### config.mk
export PLATFORM = sky130hd
export DESIGN_NAME = nfps_front
export DESIGN_NICKNAME = d
export VERILOG_FILES = /design/src/sv/nfps_pkg.sv /design/src/sv/nfps_front.sv
export SDC_FILE = /design/constraint.sdc
export NUM_CORES = 1
export LEC_CHECK = 0
export BUFFER_PORTS_ARGS = -buffer_cell sky130_fd_sc_hd__buf_4
export CORE_AREA = 2 2 238 240
export DETAILED_ROUTE_END_ITERATION = 10
export DIE_AREA = 0 0 240 242
export PLACE_DENSITY = 0.34
export SLEW_MARGIN = 20
export SYNTH_ARGS = -nofsm -noshare
export SYNTH_HDL_FRONTEND = slang
export SYNTH_SLANG_ARGS = --single-unit
export TNS_END_PERCENT = 50
### constraint.sdc
create_clock -name clk -period 2.2 [get_ports clk]
set_clock_uncertainty 0.15 [all_clocks]
set_input_delay 0.44 -clock clk [delete_from_list [all_inputs] [get_ports clk]]
set_output_delay 0.44 -clock clk [all_outputs]
set_load 0.02 [all_outputs]
### src/sv/nfps_pkg.sv
// ----------------------------------------------------------------------------
// nfps_pkg
// Shared types and constants of the NAND flash page store: action and status
// codes, register indexes, the queued command and the back end states.
// ----------------------------------------------------------------------------
package nfps_pkg;

    localparam int DEF_MAX_BANKS  = 4;
    localparam int DEF_MAX_BLOCKS = 16;
    localparam int DEF_MAX_PAGES  = 16;

    localparam int DATA_W  = 256;
    localparam int SPARE_W = 32;
    localparam int CFG_W   = 5;

    localparam logic [1:0] ACT_READ  = 2'd0;
    localparam logic [1:0] ACT_PROG  = 2'd1;
    localparam logic [1:0] ACT_ERASE = 2'd2;

    localparam logic [2:0] STS_OK        = 3'd0;
    localparam logic [2:0] STS_BADADDR   = 3'd1;
    localparam logic [2:0] STS_OVERWRITE = 3'd2;
    localparam logic [2:0] STS_ORDER     = 3'd3;
    localparam logic [2:0] STS_EMPTY     = 3'd4;

    localparam logic [1:0] CFG_BANK_COUNT  = 2'd0;
    localparam logic [1:0] CFG_BLOCK_COUNT = 2'd1;
    localparam logic [1:0] CFG_PAGE_COUNT  = 2'd2;

    localparam logic [2:0] RST_BANK_COUNT  = 3'd4;
    localparam logic [4:0] RST_BLOCK_COUNT = 5'd16;
    localparam logic [4:0] RST_PAGE_COUNT  = 5'd16;

    localparam int QUEUE_DEPTH = 2;
    localparam int QUEUE_AW    = 1;

    typedef enum logic [1:0] {
        CMD_READ,
        CMD_PROG,
        CMD_ERASE,
        CMD_BAD
    } cmd_kind_t;

    typedef struct packed {
        cmd_kind_t            kind;
        logic [1:0]           bank;
        logic [3:0]           block;
        logic [3:0]           page;
        logic [DATA_W-1:0]    data;
        logic [SPARE_W-1:0]   spare;
    } cmd_t;

    typedef enum logic [1:0] {
        ST_CLEAR,
        ST_FETCH,
        ST_EXEC
    } st_t;

endpackage

### src/sv/nfps_front.sv
// ----------------------------------------------------------------------------
// nfps_front
// Configuration registers and command classification. Checks the address
// against the configured sizes and hands a classified command to the queue.
// ----------------------------------------------------------------------------
module nfps_front
    import nfps_pkg::*;
#(
    parameter int MAX_BANKS  = DEF_MAX_BANKS,
    parameter int MAX_BLOCKS = DEF_MAX_BLOCKS,
    parameter int MAX_PAGES  = DEF_MAX_PAGES
)
(
    input  logic               clk,
    input  logic               rst_n,
    input  logic               cfg_we,
    input  logic [1:0]         cfg_index,
    input  logic [CFG_W-1:0]   cfg_wdata,
    input  logic               push,
    input  logic [1:0]         action,
    input  logic [1:0]         bank,
    input  logic [3:0]         block,
    input  logic [3:0]         page,
    input  logic [DATA_W-1:0]  wdata,
    input  logic [SPARE_W-1:0] wspare,
    input  logic               q_full,
    input  logic               clearing,
    output logic               full,
    output logic               q_push,
    output cmd_t               q_wdata
);

    logic [2:0] bank_count_reg;
    logic [4:0] block_count_reg;
    logic [4:0] page_count_reg;
    logic       blk_ok;
    logic       page_ok;
    cmd_kind_t  kind;

    always_ff @(posedge clk or negedge rst_n)
    begin
        if (!rst_n)
        begin
            bank_count_reg  <= RST_BANK_COUNT;
            block_count_reg <= RST_BLOCK_COUNT;
            page_count_reg  <= RST_PAGE_COUNT;
        end
        else if (cfg_we)
        begin
            case (cfg_index)
                CFG_BANK_COUNT:  bank_count_reg  <= cfg_wdata[2:0];
                CFG_BLOCK_COUNT: block_count_reg <= cfg_wdata;
                CFG_PAGE_COUNT:  page_count_reg  <= cfg_wdata;
                default:         ;
            endcase
        end
    end

    assign blk_ok = (32'(bank) < 32'(bank_count_reg)) && (32'(bank) < MAX_BANKS)
                 && (32'(block) < 32'(block_count_reg)) && (32'(block) < MAX_BLOCKS);
    assign page_ok = blk_ok && (32'(page) < 32'(page_count_reg))
                  && (32'(page) < MAX_PAGES);

    always_comb
    begin
        case (action)
            ACT_READ:  kind = page_ok ? CMD_READ  : CMD_BAD;
            ACT_PROG:  kind = page_ok ? CMD_PROG  : CMD_BAD;
            ACT_ERASE: kind = blk_ok  ? CMD_ERASE : CMD_BAD;
            default:   kind = CMD_BAD;
        endcase
    end

    assign full          = q_full || clearing;
    assign q_push        = push && !full;
    assign q_wdata.kind  = kind;
    assign q_wdata.bank  = bank;
    assign q_wdata.block = block;
    assign q_wdata.page  = page;
    assign q_wdata.data  = wdata;
    assign q_wdata.spare = wspare;

endmodule

Word level (Yosys, flattened, before mapping)
Cells that the tools add are included.
{"block": "op_classes", "magnitude_cmp": 3, "n_eq_ne": 4, "n_mux": 4, "n_reduce_logical": 10}
{"op": "$lt 4x5->1", "count": 2}
{"op": "$pmux 2 s3", "count": 1}
{"op": "$reduce_and 2->1", "count": 3}
{"op": "$eq 2x1->1 const B", "count": 2}
{"op": "$eq 2x2->1 const B", "count": 2}
{"op": "$logic_not 2->1", "count": 2}
{"op": "$mux 2", "count": 2}
{"op": "$logic_and 1x1->1", "count": 3}
{"op": "$lt 2x3->1", "count": 1}
{"op": "$logic_not 1->1", "count": 1}
{"op": "$logic_or 1x1->1", "count": 1}
{"op": "$mux 1", "count": 1}
{"block": "word_totals", "reg_bits": 13, "out_inout_bits": 302, "elab_cells": 24}

Logic depth before layout (Yosys ltp)
{"block": "logic_depth", "word_depth": 5, "ltp_mapped": 6}

Least setup slack after synthesis
OpenSTA, ideal clock, no wires.
{"block": "synth_timing", "path_kind": "input -> output", "start": "in page[2]", "end": "out q_wdata[298] (netlist name)", "arrival_time_ns": 1.563, "slack_ns": 0.047, "path_stages": 5, "n_path_buf": 0, "cell_sequence": "ha_1 -> nand2_1 -> o21ai_0 -> a21oi_1 -> o311ai_1"}
{"element": "from (decl)", "line_no": "nfps_front.sv:23", "source": "input logic [3:0] page,"}
{"element": "to (decl)", "line_no": "nfps_front.sv:30", "source": "output cmd_t q_wdata"}

==> results.py <==
metrics = {
    "worst_setup_path": {
        "crit_top_cell": "buf_4",
        "crit_buf_inv": 3,
        "crit_type": "flip-flop to primary output",
        "crit_path_start_kind": "flip-flop",
        "max_stage_delay_ns": 0.39,
        "path_max_fanout": 2,
        "worstPathArrival_ns": 1.65,
        "cp.required_ns": 1.61,
        "cp_cell_sequence": "inv_2 > ha_4 > a21oi_2 > o21ai_2 > buf_4 > a21oi_4 > o211ai_1 > buf_4",
        "crit_path_end_kind": "primary output",
        "critPathSlowestCell": "dfrtp_1",
        "reg2reg_slack_ns": 1.28,
        "critPathTopFamily": "compound AO/OA/AOI/OAI gates",
    },
    "pwr": {
        "p_leak_nw": 0.586,
        "power_frac_seq_pct": 33.2,
        "pwr-share-comb_pct": 31.7,
        "p_sw_share_pct": 27.7,
        "finalPower_mw": 0.972,
        "switching_power_mw": 0.269,
        "powerDensity_nw_per_um2": 451,
        "p_int_mw": 0.703,
        "worst_ir_drop_vdd_mv": 0.231,
        "pwr-share-clk_pct": 35.1,
    },
    "route": {
        "vias": 1116,
        "postRouteWirelength_mm": 15.3,
        "drtAntennaViolNets": 0,
        "routedWlPerCell_um": 17.7,
        "via_per_inst": 1.29,
        "drtPass1Iterations": 4,
        "post-route-drc-count": 0,
        "drt_iter0_markers": 41,
    },
    "place": {
        "post-place-ws_ns": -0.0931,
        "place.gp.congestion": 0.599,
        "dp_cells": 862,
        "io_buffers": 38,
        "dp_hpwl_mm": 14.0,
    },
    "timing": {
        "setup_viol": 2,
        "fmax_mhz": 447,
        "finalCritPeriodShare_pct": 102,
        "finalCriticalPeriod_ns": 2.24,
        "slew_headroom_pct": 79.5,
        "hold_violations": 0,
        "fin_ws_ns": -0.0377,
        "rsz0062_at_grt": "true",
        "slew_viol_final": 0,
        "tightest_slew_ns": 0.307,
    },
    "floorplan": {
        "coreArea_sq_um": 55700,
        "die_x_um": 240,
        "start_util_pct": 5.33,
        "die_area_sq_um": 58100,
        "ios": 615,
        "die_h_um": 242,
        "rows": 87,
    },
    "global_routing": {
        "grt_pass1_vias": 1267,
        "grt_use_met2_pct": 6.71,
        "grt_use_total_pct": 4.78,
        "grt_max_degree": 14,
        "grtUsageMet1_pct": 2.64,
        "overflow": 0,
        "grtUsageMet3_pct": 6.76,
        "antenna_found_initial": 0,
        "grt_pass1_wl_mm": 16.8,
        "busiest_layer": "met3",
    },
    "cts": {
        "numCtsBuffers": 3,
        "cts_max_level": 1,
        "insertion_delay_ns": 0.24,
        "cts_tree": "yes",
        "root_buffer": "clkbuf_16",
        "numClockSinks": 13,
        "clk_path_buf_depth": 2,
        "path_clk_slew_ns": 0.05,
    },
    "finish": {
        "layoutNonFillerInstCount": 867,
        "nets": 432,
        "diodes": 0,
        "final_util_pct": 3.86,
        "area.growth.synth_to_final_pct": -27.4,
        "n_fill_cell": 6707,
        "drive_above_1_share_pct": 69.4,
    },
    "synthesis": {
        "syn_area_sq_um": 2970,
        "synthCells": 364,
        "synth.distinct_cells": 19,
        "syn_avg_cell_area_sq_um": 8.15,
        "synth.net_count": 684,
        "ys_warn_count": 0,
        "seq_area_frac_synth_pct": 11.1,
        "synth_seq_cells": 13,
    },
    "status": {
        "failed_checks": "setup timing",
        "outcome": "finished with violations",
    },
    "hold_path": {
        "worstHoldPathType": "primary input to flip-flop",
    },
    "flow_run": {
        "cap_viol_max_count": 0,
    },
}
==> Yosys cell counts <==
| library cell | instances | area share [%] |
|---|---|---|
| mux2_2 | 12 | 4.6 |
| o311ai_1 | 1 | 0.30 |
| o211ai_1 | 1 | 0.25 |
| a31oi_1 | 1 | 0.21 |
| buf_4 | 298 | 75 |
| nand3b_1 | 2 | 0.51 |
| o32ai_1 | 1 | 0.30 |
| nor3b_1 | 1 | 0.25 |
| dfstp_2 | 3 | 2.7 |
| ha_1 | 7 | 3.0 |
| dfrtp_1 | 10 | 8.4 |
| a21oi_1 | 3 | 0.51 |
| nand2_1 | 3 | 0.38 |
| o21ai_0 | 3 | 0.51 |
| nor2_1 | 2 | 0.25 |
| or2_2 | 1 | 0.21 |
| nor2b_1 | 2 | 0.42 |
| nor3b_2 | 1 | 0.42 |
| inv_1 | 12 | 1.5 |
==> power groups by stage <==
stage | registers [mW] | logic (mW) | clock network [mW]
after global placement | 0.322 | 0.249 | 0
after floorplan | 0.311 | 0.919 | 0
after global routing | 0.328 | 0.340 | 0.363
final | 0.323 | 0.308 | 0.341
after detailed placement | 0.322 | 0.250 | 0
after CTS | 0.321 | 0.265 | 0.349
==> path summary, 6_finish.rpt <==
| path | startpoint | endpoint | depth (start not counted) |
|---|---|---|---|
| min | cfg_wdata[1] | bank_count_reg[1] | 3 |
| max | page_count_reg[2] | q_wdata[299] | 8 |
| max in group asynchronous | rst_n | page_count_reg[4] | 2 |
| max reg2reg | page_count_reg[2] | page_count_reg[2] | 1 |
| min reg2reg | bank_count_reg[0] | bank_count_reg[0] | 1 |
| min in group asynchronous | rst_n | block_count_reg[0] | 2 |
==> metal layers <==
metal / up-vias / part of all wire [%]
met1: 410 / 18
met4: 0 / 9.0
li1: 317 / -
met5: - / 0
met3: 121 / 33
met2: 268 / 40
==> cells in the final DEF (no fill, tap or decap), drive strengths merged <==
cell          n
o311ai        1
a31oi         1
buf          40
nor2          2
nand3b        2
nand2         3
mux2         12
or2           1
dlygate4sd3   1
dfstp         3
ha            7
o21ai         3
clkbuf        4
dfrtp        10
o211ai        1
o32ai         1
nor3b         2
a21oi         3
nor2b         2
inv          12
==> logic make-up after synthesis <==
kind of cell | share of synthesized area [%]
adders and majority gates | 2.95
DFF | 11.1
buffers and inverters | 76.9
and+or+nand+nor | 2.45
muxes | 4.55
AOI/OAI and AO/OA | 2.07
==> layout make-up <==
| cell class | instances | area [sq um] | share of cell area, % |
|---|---|---|---|
| timing repair buffer | 41 | 310 | 14.4 |
| tap | 756 | 946 | 43.9 |
| sequential | 13 | 329 | 15.3 |
| inverter | 12 | 45.0 | 2.09 |
| clock buffer | 4 | 78.8 | 3.66 |
| multi-input combinational | 41 | 444 | 20.6 |
==> per-stage QoR <==
stage / setup TNS (ns) / hold slack [ns] / area [sq um]
after floorplan: 0 / -0.00559 / 2970
after global placement: -0.177 / 0.152 / 1980
after detailed placement: -0.184 / 0.152 / 1980
after CTS: -0.190 / 0.290 / 2080
after global routing: -0.221 / 0.296 / 2150
final: -0.0682 / 0.291 / 2150
==> timing repair <==
| action | in CTS | in global routing |
|---|---|---|
| gates cloned | 0 | 0 |
| hold buffers | 1 | 0 |
| setup endpoints to repair | 2 | 2 |
| hold endpoints to repair | 10 | 0 |
| resized for setup | 5 | 15 |
| buffers inserted | 0 | 0 |
| pin swaps | 6 | 7 |
(Power assumes the default switching activity.)
