--- src/sv/nfps_pkg.sv ---
// ----------------------------------------------------------------------------
// nfps_pkg
// Shared types and constants of the NAND flash page store: action and status
// codes, register indexes, the queued command and the back end states.
// ----------------------------------------------------------------------------
package nfps_pkg;

    localparam int DEF_MAX_BANKS  = 4;
    localparam int DEF_MAX_BLOCKS = 16;
    localparam int DEF_MAX_PAGES  = 16;

    localparam int DATA_W  = 256;
    localparam int SPARE_W = 32;
    localparam int CFG_W   = 5;

    localparam logic [1:0] ACT_READ  = 2'd0;
    localparam logic [1:0] ACT_PROG  = 2'd1;
    localparam logic [1:0] ACT_ERASE = 2'd2;

    localparam logic [2:0] STS_OK        = 3'd0;
    localparam logic [2:0] STS_BADADDR   = 3'd1;
    localparam logic [2:0] STS_OVERWRITE = 3'd2;
    localparam logic [2:0] STS_ORDER     = 3'd3;
    localparam logic [2:0] STS_EMPTY     = 3'd4;

    localparam logic [1:0] CFG_BANK_COUNT  = 2'd0;
    localparam logic [1:0] CFG_BLOCK_COUNT = 2'd1;
    localparam logic [1:0] CFG_PAGE_COUNT  = 2'd2;

    localparam logic [2:0] RST_BANK_COUNT  = 3'd4;
    localparam logic [4:0] RST_BLOCK_COUNT = 5'd16;
    localparam logic [4:0] RST_PAGE_COUNT  = 5'd16;

    localparam int QUEUE_DEPTH = 2;
    localparam int QUEUE_AW    = 1;

    typedef enum logic [1:0] {
        CMD_READ,
        CMD_PROG,
        CMD_ERASE,
        CMD_BAD
    } cmd_kind_t;

    typedef struct packed {
        cmd_kind_t            kind;
        logic [1:0]           bank;
        logic [3:0]           block;
        logic [3:0]           page;
        logic [DATA_W-1:0]    data;
        logic [SPARE_W-1:0]   spare;
    } cmd_t;

    typedef enum logic [1:0] {
        ST_CLEAR,
        ST_FETCH,
        ST_EXEC
    } st_t;

endpackage

--- src/sv/nfps_queue.sv ---
// ----------------------------------------------------------------------------
// nfps_queue
// Short command queue between the classifying front end and the back end.
// ----------------------------------------------------------------------------
module nfps_queue
    import nfps_pkg::*;
(
    input  logic clk,
    input  logic rst_n,
    input  logic q_push,
    input  cmd_t q_wdata,
    input  logic q_pop,
    output cmd_t q_rdata,
    output logic q_full,
    output logic q_empty
);

    localparam int CNT_W = $clog2(QUEUE_DEPTH + 1);

    cmd_t                entry_reg [QUEUE_DEPTH];
    logic [QUEUE_AW-1:0] wr_ptr_reg;
    logic [QUEUE_AW-1:0] rd_ptr_reg;
    logic [CNT_W-1:0]    count_reg;
    logic [CNT_W-1:0]    count_next;
    logic                do_push;
    logic                do_pop;

    assign q_full  = (count_reg == CNT_W'(QUEUE_DEPTH));
    assign q_empty = (count_reg == '0);
    assign do_push = q_push && !q_full;
    assign do_pop  = q_pop && !q_empty;
    assign q_rdata = entry_reg[rd_ptr_reg];

    always_comb
    begin
        count_next = count_reg;
        if (do_push && !do_pop)
        begin
            count_next = count_reg + 1'b1;
        end
        else if (do_pop && !do_push)
        begin
            count_next = count_reg - 1'b1;
        end
    end

    always_ff @(posedge clk or negedge rst_n)
    begin
        if (!rst_n)
        begin
            wr_ptr_reg <= '0;
            rd_ptr_reg <= '0;
            count_reg  <= '0;
        end
        else
        begin
            count_reg <= count_next;
            if (do_push)
            begin
                wr_ptr_reg <= wr_ptr_reg + 1'b1;
            end
            if (do_pop)
            begin
                rd_ptr_reg <= rd_ptr_reg + 1'b1;
            end
        end
    end

    always_ff @(posedge clk)
    begin
        if (do_push)
        begin
            entry_reg[wr_ptr_reg] <= q_wdata;
        end
    end

    assert property (@(posedge clk) disable iff (!rst_n)
        count_reg <= CNT_W'(QUEUE_DEPTH))
        else $error("queue count exceeds depth");

endmodule

--- config.mk ---
export PLATFORM = sky130hd
export DESIGN_NAME = nfps_queue
export DESIGN_NICKNAME = d
export VERILOG_FILES = /design/src/sv/nfps_pkg.sv /design/src/sv/nfps_queue.sv
export SDC_FILE = /design/constraint.sdc
export NUM_CORES = 1
export LEC_CHECK = 0
export BUFFER_PORTS_ARGS = -buffer_cell sky130_fd_sc_hd__buf_2
export CORE_AREA = 2 2 235 237
export CTS_CLUSTER_SIZE = 16
export DETAILED_ROUTE_END_ITERATION = 6
export DIE_AREA = 0 0 237 239
export SKIP_CTS_REPAIR_TIMING = 1
export SLEW_MARGIN = 20
export SYNTH_ARGS = -nofsm -noshare
export SYNTH_HDL_FRONTEND = slang
export SYNTH_SLANG_ARGS = --single-unit
export TNS_END_PERCENT = 5
--- constraint.sdc ---
create_clock -name clk -period 19.74 [get_ports clk]
set_input_delay 1.974 -clock clk [delete_from_list [all_inputs] [get_ports clk]]
set_output_delay 1.974 -clock clk [all_outputs]
set_load 0.01 [all_outputs]
After elaboration in Yosys (flattened, before gate mapping)
Memories as Yosys holds them, arrays and structs flattened.
Cells that the tools add are included.
{"block": "totals", "ff_bits": 4, "latchBits": 0, "ram_bits": 600, "rom_bits": 0, "in_bits": 304, "out_inout_bits": 302, "wordCells": 23, "memories": 1}
{"memory": "entry_reg", "words": 2, "width": 300, "rd": 1, "rd_clocked_by_memory_dff": 0, "wr": 1, "line_no": "nfps_queue.sv:20", "source": "cmd_t entry_reg [QUEUE_DEPTH];"}
{"block": "classes", "add_sub_neg": 4, "mul": 0, "n_div": 0, "magnitude_cmp": 0, "n_eq_ne": 1, "n_shift": 0, "n_mux": 4, "bitwise_logic": 0, "reduce_logical": 10}
{"cell": "1-bit logical AND", "count": 4}
{"cell": "1-bit zero test", "count": 4}
{"cell": "2-bit two-way mux", "count": 2}
{"cell": "1-bit adder (second input constant)", "count": 2}
{"cell": "2-bit by 1-bit adder with 2-bit output (second input constant)", "count": 1}
{"cell": "2-bit equality test (second input constant)", "count": 1}
{"cell": "2-bit zero test", "count": 1}
{"cell": "1-bit two-way mux", "count": 2}
{"cell": "2-bit nonzero test", "count": 1}
{"cell": "2-bit by 1-bit subtractor with 2-bit output (second input constant)", "count": 1}

Depth between registers and ports, before layout
Gate-level depths: netlist of run 1.
{"block": "logic_depth", "word_depth": 7, "depth_mapped": 7, "ltp_nobuf": 7}

Worst setup path after synthesis of run 1
No wires, ideal clock.
{"block": "synth_path", "path_type": "input port to flip-flop", "start": "input q_push", "end": "memory entry_reg[0][0] in the netlist's numbering, enable pin", "setup_ps": 967, "arrival_ps": 14484, "required_time_ps": 18773, "setup_slack_ps": 4289, "stages": 2, "n_path_buf": 0, "cell_sequence": "nand2_1 -> nor2_1"}
{"block": "synth_between", "elab_chain_cells": 3}
{"item": "start: declaration", "line_no": "nfps_queue.sv:10", "source": "input logic q_push,"}
{"item": "1-bit logical AND", "line_no": "nfps_queue.sv:30", "source": "assign do_push = q_push && !q_full;"}
{"item": "1-bit two-way mux", "line_no": "nfps_queue.sv:71", "source": "if (do_push)"}
{"item": "1-bit two-way mux (implied by the code)", "line_no": "nfps_queue.sv:73", "source": "entry_reg[wr_ptr_reg] <= q_wdata;"}
{"item": "end: declaration", "line_no": "nfps_queue.sv:20"}
No other way between the ends.

==> run metrics, run 1 <==
DPL Wire Length=34,100 um; count of flip-flops with a built-in enable after synthesis=600; class of the most critical setup path=reg2out; number of inserted filler cells in the final layout=4,481; total length of routed wires=49,900 um; Placer Congestion=0.767; number of antenna-violating nets in the routed design=0; most frequent cell after synthesis=sky130_fd_sc_hd__edfxtp_1; cell count after placement=2,239; area growth from synthesis to layout=25.3%; Synth cell types=14; clk slew on worst S/H paths=0.06 ns; number of port buffers=605; part of the Yosys area used for sequential elements=0.825; Tcrit/Tclk final=0.292; final core occ=0.506; largest fanout of any net on the critical path=72; stage delay of the slowest cell on the critical path=0.83 ns; Die Y=239 um; classification of the worst-slack hold path=reg2reg; cell area power density=150 mW/mm2; leading cell types by count after synthesis=sky130_fd_sc_hd__edfxtp_1, sky130_fd_sc_hd__mux2_2, sky130_fd_sc_hd__buf_6; Max IR drop VDD=0.0902 mV; wire length of the first global-routing pass=70,500 um; GRT Util Overall=0.167; antenna violations before repair=22; # H-tree levels=2; initial detailed-routing violation count=544; kind of launch point of the worst setup path=flop; width of the die=237 um; required time at the endpoint of the critical path=17.77 ns; count of yosys warnings during synthesis=0; Clock Path Buffers=3; floorplan row count=86; non-filler instance count after layout=2,357; commonest register cell after synthesis=sky130_fd_sc_hd__edfxtp_1; static leakage=10.2 nW; post-synthesis net count=1,257; vias per std cell=4.76; cell class contributing the biggest share of worst-path delay=buffers and inverters; endpoint type of the worst setup path=output pin; detailed-route wire length per cell=21.2 um; average cell area after synthesis=23.1 um2; number of max-cap violations=0; number of sinks driven by the clock tree=604; count of endpoints failing setup in the final report=0; largest net degree at the start of global routing=150; cell at the root of the clock tree=sky130_fd_sc_hd__clkbuf_16; TritonCTS clock tree=yes; detailed-routing iteration count for the pre-antenna-repair pass=4; Min Clock Period, post-route=5.76 ns; number of flip-flops in the largest register=600; unrepaired setup endpoints after global routing=no; fraction of post-synthesis cell area in the top cell type by area=0.821; total power=0.00412 W; TritonCTS buffer count=61; max-slew violation count=0; DIE AREA=0.0566 mm2; fraction of synthesis flops using an asynchronous set or reset pin=0.00662; gate count after technology mapping=952; hold violation count in the final report=0; cell with the most instances on the worst path=sky130_fd_sc_hd__buf_4; post-route setup TNS=0 ns; Finished Cell Area=0.0275 mm2; clock skew=0.0163 ns; total number of vias=11,200; cells traversed along the worst timing path=buf_4, buf_4, mux2_2, buf_2; slowest cell on the critical path=sky130_fd_sc_hd__dfrtp_4; share of layout cells above drive strength 1=0.603; core footprint=0.0543 mm2; outcome=finished, final reports clean; synthesized flop and latch total=604; final routed DRC violation total=0; Syn Std Cell Area=0.0220 mm2; cell area after placement=0.0256 mm2; fmax=0.174 GHz; via count of the first global-routing pass=11,600; final net count=1,903; crit path buf inv count=3; arrival time at the worst endpoint=3.78 ns; top cells by area, synth=sky130_fd_sc_hd__edfxtp_1, sky130_fd_sc_hd__mux2_2, sky130_fd_sc_hd__buf_6, sky130_fd_sc_hd__dfrtp_1, sky130_fd_sc_hd__xnor2_1; slew at the pin closest to its max-slew limit=1.06 ns; aggregate global routing overflow=0; effective utilization at floorplan=0.404; Worst slew margin=0.292; I/O pin total=606; largest area contributor in the netlist=sky130_fd_sc_hd__edfxtp_1; later-pin clock latency in the skew report=0.60 ns
## final cells by class
| type | count | area (um2) | area share |
|---|---|---|---|
| Antenna cell | 12 | 30.0 | 0.00109 |
| Clock buffer | 80 | 1600 | 0.0581 |
| Clock inverter | 26 | 269 | 0.00978 |
| Inverter | 2 | 7.51 | 0.000273 |
| Multi-Input combinational cell | 313 | 3480 | 0.126 |
| Sequential cell | 604 | 18100 | 0.659 |
| Tap cell | 704 | 881 | 0.0320 |
| Timing Repair Buffer | 616 | 3120 | 0.114 |
## per-layer routing
| layer | vias up | share of wire | global-route usage |
|---|---|---|---|
| met3 | 98 | 0.10 | 0.0762 |
| met2 | 430 | 0.51 | 0.285 |
| met1 | 5552 | 0.36 | 0.185 |
| met4 | 16 | 0.025 | 0.0575 |
| met5 | - | 0.0019 | 0 |
| li1 | 5120 | - | - |
## placed cells by master, fill, tap and decap left out, drive strengths merged, types with 3 or more instances in the layout
cell type	instances
buf	616
bufinv	6
clkbuf	80
clkinv	17
dfrtp	4
diode	12
edfxtp	600
inv	3
mux2	300
nor2	3
xnor2	3
## power by group
group	switching [W]	internal, W	total [W]	leakage [nW]
clock network	0.000454	0.000641	0.00109	0.893
logic	0.000684	0.000511	0.00120	3.67
registers	0.0000734	0.00176	0.00183	5.62
total	0.00121	0.00291	0.00412	10.2
## logic make-up (layout without fill, tap and decap cells)
group           count (synthesis)  count (layout)  share of synthesized area
compound gates                  1               1                   0.000228
fa+ha+maj                       1               1                   0.000570
flops                         604             604                      0.825
mux                           300             300                      0.154
xor+xnor                        5               5                    0.00199
other cells                     0              12                          0
buf+inv                        35             724                     0.0170
simple gates                    6               6                    0.00125
## worst paths after layout
check | slack (ns) | start | end | cells after the start
setup reg to reg | 16.09 | count_reg[0]$_DFFE_PN0P_ | entry_reg[1][200]$_DFFE_PP_ | 4
hold / removal | 0.53 | count_reg[1]$_DFFE_PN0P_ | count_reg[1]$_DFFE_PN0P_ | 1
max in group asynchronous | 18.41 | rst_n | rd_ptr_reg$_DFFE_PN0P_ | 1
hold reg to reg | 0.53 | count_reg[1]$_DFFE_PN0P_ | count_reg[1]$_DFFE_PN0P_ | 1
min in group asynchronous | 1.19 | rst_n | rd_ptr_reg$_DFFE_PN0P_ | 1
setup / recovery | 13.98 | rd_ptr_reg$_DFFE_PN0P_ | q_rdata[227] | 4
## metrics by stage
step | hold slack [ns] | worst slack (ns)
final | 0.526 | 13.98
after global routing | 0.548 | 13.79
after CTS | 0.530 | 13.93
after detailed placement | 0.522 | 14.53
after global placement | 0.507 | 14.54
after floorplan | 0.460 | 4.29
No activity file was read; power rests on OpenSTA's default activity.
==> run 2: changes to the inputs <==
--- a/config.mk
+++ b/config.mk
@@ -5,11 +5,13 @@
 export SDC_FILE = /design/constraint.sdc
 export NUM_CORES = 1
 export LEC_CHECK = 0
+export ABC_AREA = 1
 export BUFFER_PORTS_ARGS = -buffer_cell sky130_fd_sc_hd__buf_2
-export CORE_AREA = 2 2 235 237
+export CORE_AREA = 2 2 234 236
 export CTS_CLUSTER_SIZE = 16
 export DETAILED_ROUTE_END_ITERATION = 6
-export DIE_AREA = 0 0 237 239
+export DIE_AREA = 0 0 236 238
+export PLACE_DENSITY = 0.68
 export SKIP_CTS_REPAIR_TIMING = 1
 export SLEW_MARGIN = 20
 export SYNTH_ARGS = -nofsm -noshare
==> constraint.sdc (replaced) <==
create_clock -name clk -period 5.05 [get_ports clk]
set_input_delay 0.505 -clock clk [delete_from_list [all_inputs] [get_ports clk]]
set_output_delay 0.505 -clock clk [all_outputs]
set_load 0.01 [all_outputs]
==> run metrics, run 2 <==
fraction of post-synthesis cell area in the top cell type by area=0.812; floorplan row count=85; later-pin clock latency in the skew report=0.60 ns; final net count=2,525; Reg2Reg Capture Point=entry_reg[0][91]$_DFFE_PP_; I/O pin total=606; number of port buffers=605; multi-input combinational cell area=0.00349 mm2; initial detailed-routing violation count=842; average cell area after synthesis=13.9 um2; detailed-routing iteration count for the pre-antenna-repair pass=7; commonest register cell after synthesis=sky130_fd_sc_hd__edfxtp_1; wire length of the first global-routing pass=78,900 um; Hold Crit Endpoint=entry_reg[0][42]$_DFFE_PP_; number of max-cap violations=0; TritonCTS clock tree=yes; width of the die=236 um; static leakage=11.9 nW; Finished Cell Area=0.0277 mm2; most frequent cell after synthesis=sky130_fd_sc_hd__nand2_1; arrival time at the worst endpoint=2.99 ns; class of the most critical setup path=reg2out; Worst R2R Setup Slack=2.30 ns; vias per std cell=4.72; clock skew=0.0177 ns; clk slew on worst S/H paths=0.06 ns; cell area after placement=0.0258 mm2; endpoint type of the worst setup path=output pin; xor/xnor share of the synthesized area=0.000395; outcome=finished, final reports clean; via count of the first global-routing pass=13,900; count of flip-flops with a built-in enable after synthesis=600; largest net degree at the start of global routing=179; launching element of the worst setup path=rd_ptr_reg$_DFFE_PN0P_; fraction of synthesis flops using an asynchronous set or reset pin=0.00662; effective utilization at floorplan=0.415; DIE AREA=0.0562 mm2; number of antenna-violating nets in the routed design=0; required time at the endpoint of the critical path=4.55 ns; post-route setup TNS=0 ns; antenna violations before repair=24; share of cell area taken by muxes after synthesis=0; aggregate global routing overflow=0; cell at the root of the clock tree=sky130_fd_sc_hd__clkbuf_16; Clock Path Buffers=3; number of flip-flops in the largest register=600; classification of the worst-slack hold path=in2reg; cell area power density=597 mW/mm2; Min Clock Period, post-route=3.49 ns; GRT Util Overall=0.184; start point of the worst hold path=q_wdata[42]; number of cells on the worst hold path=1; Place WS=2.23 ns; count of yosys warnings during synthesis=0; leading cell types by count after synthesis=sky130_fd_sc_hd__nand2_1, sky130_fd_sc_hd__edfxtp_1, sky130_fd_sc_hd__buf_6; gate count after technology mapping=1,599; number of inserted filler cells in the final layout=4,508; combinational family with the most area after synthesis=simple AND/OR/NAND/NOR gates; part of the Yosys area used for sequential elements=0.816; slew at the pin closest to its max-slew limit=1.13 ns; worst path setup slack after routing=1.56 ns; max-slew violation count=0; Worst slew margin=0.247; most common cell after layout, fill and taps aside=sky130_fd_sc_hd__nand2_1; synthesized flop and latch total=604; final routed DRC violation total=0; fmax=0.286 GHz; Max IR drop VDD=0.354 mV; unrepaired setup endpoints after global routing=no; most frequent cells in the layout=sky130_fd_sc_hd__nand2_1, sky130_fd_sc_hd__buf_2, sky130_fd_sc_hd__edfxtp_1; start of the worst register-to-register path=count_reg[1]$_DFFE_PN0P_; area growth from synthesis to layout=24.9%; detailed-route wire length per cell=18.2 um; fraction of the mapped netlist area in compound gates=0.000451; total number of vias=14,100; DPL Wire Length=37,000 um; count of endpoints failing setup in the final report=0; Syn Std Cell Area=0.0222 mm2; core footprint=0.0535 mm2; TritonCTS buffer count=60; post-synthesis net count=1,904; hold violation count in the final report=0; Worst Reg-to-Reg Cells=6; kind of launch point of the worst setup path=flop; Synth cell types=15; Placer Congestion=0.860; largest area contributor in the netlist=sky130_fd_sc_hd__edfxtp_1; share of layout cells above drive strength 1=0.313; total length of routed wires=54,400 um; top cells by area, synth=sky130_fd_sc_hd__edfxtp_1, sky130_fd_sc_hd__nand2_1, sky130_fd_sc_hd__buf_6, sky130_fd_sc_hd__buf_2, sky130_fd_sc_hd__buf_4; register area=0.0181 mm2; largest fanout of any net on the critical path=162; Tcrit/Tclk final=0.692; adder-cell share of the synthesized area=0.000564; # H-tree levels=2; simple-gate share of the synthesized area=0.155; Die Y=238 um; number of sinks driven by the clock tree=604
==> run 2: cell types whose count changed in the layout (fill, tap and decap cells not counted), moves of 4 or more <==
cell and delta:
sky130_fd_sc_hd__inv_1 +4, sky130_fd_sc_hd__clkinv_2 +10, sky130_fd_sc_hd__diode_2 +4, sky130_fd_sc_hd__clkbuf_1 -5
sky130_fd_sc_hd__nand2_1 +908, sky130_fd_sc_hd__mux2_2 -300, sky130_fd_sc_hd__buf_12 +6
==> run 2: where the power goes <==
part / leakage, nW / internal [W] / switching (W) / total, W
combinational: 5.31 / 0.00163 / 0.00356 / 0.00518
sequential: 5.63 / 0.00683 / 0.000319 / 0.00715
clock: 0.918 / 0.00242 / 0.00180 / 0.00422
==> run 2: per-stage QoR <==
stage	std cells	power, W	util	hold slack (ns)
after global routing	2979	0.0174	0.518	0.0477
after global placement	2852	0.0124	0.482	0.326
after floorplan	1599	0.0105	-	0.209
after CTS	2967	0.0167	0.517	-0.327
final	2984	0.0166	0.518	0.0879
after detailed placement	2853	0.0125	0.482	0.331
==> run 2: worst max-delay path by stage <==
stage	endpoint	cells past startpoint	slack, ns
after global placement	q_rdata[273]	5	2.27
final	q_rdata[273]	5	1.56
after floorplan	entry_reg[0][0]$_DFFE_PP_	5	-0.60
after global routing	q_rdata[273]	5	1.40
after detailed placement	q_rdata[273]	5	2.23
after CTS	q_rdata[273]	5	1.57
==> run 2: cell families (layout without fill, tap and decap cells) <==
group,Yosys count,in the layout
and+or+nand+nor,916,916
DFF,604,604
buffers and inverters,75,748
AOI/OAI and AO/OA,2,2
adders and majority gates,1,1
xor gates and xnor gates,1,1
other,0,16
==> run 2: routing by layer <==
metal	vias to the layer above	global-route usage	wire length, um
li1	6683	-	-
met4	18	0.0668	1670
met2	525	0.320	27700
met3	128	0.0619	4500
met1	6735	0.213	20400
met5	-	0	115
==> run 2: worst max-delay path, stage by stage, from the launching register on <==
cell	delay, ns
sky130_fd_sc_hd__dfrtp_4	0.68
sky130_fd_sc_hd__inv_8	0.73
sky130_fd_sc_hd__buf_12	0.35
sky130_fd_sc_hd__nand2_1	0.09
sky130_fd_sc_hd__nand2_1	0.09
sky130_fd_sc_hd__buf_2	0.14
==> run 2: final cells by class <==
cell class / count / area share
tap: 696 / 0.0314
clock buffer: 75 / 0.0569
antenna: 16 / 0.00144
inverter: 8 / 0.00149
timing repair buffer: 626 / 0.119
clock inverter: 39 / 0.0106
multi-input combinational: 920 / 0.126
sequential: 604 / 0.654
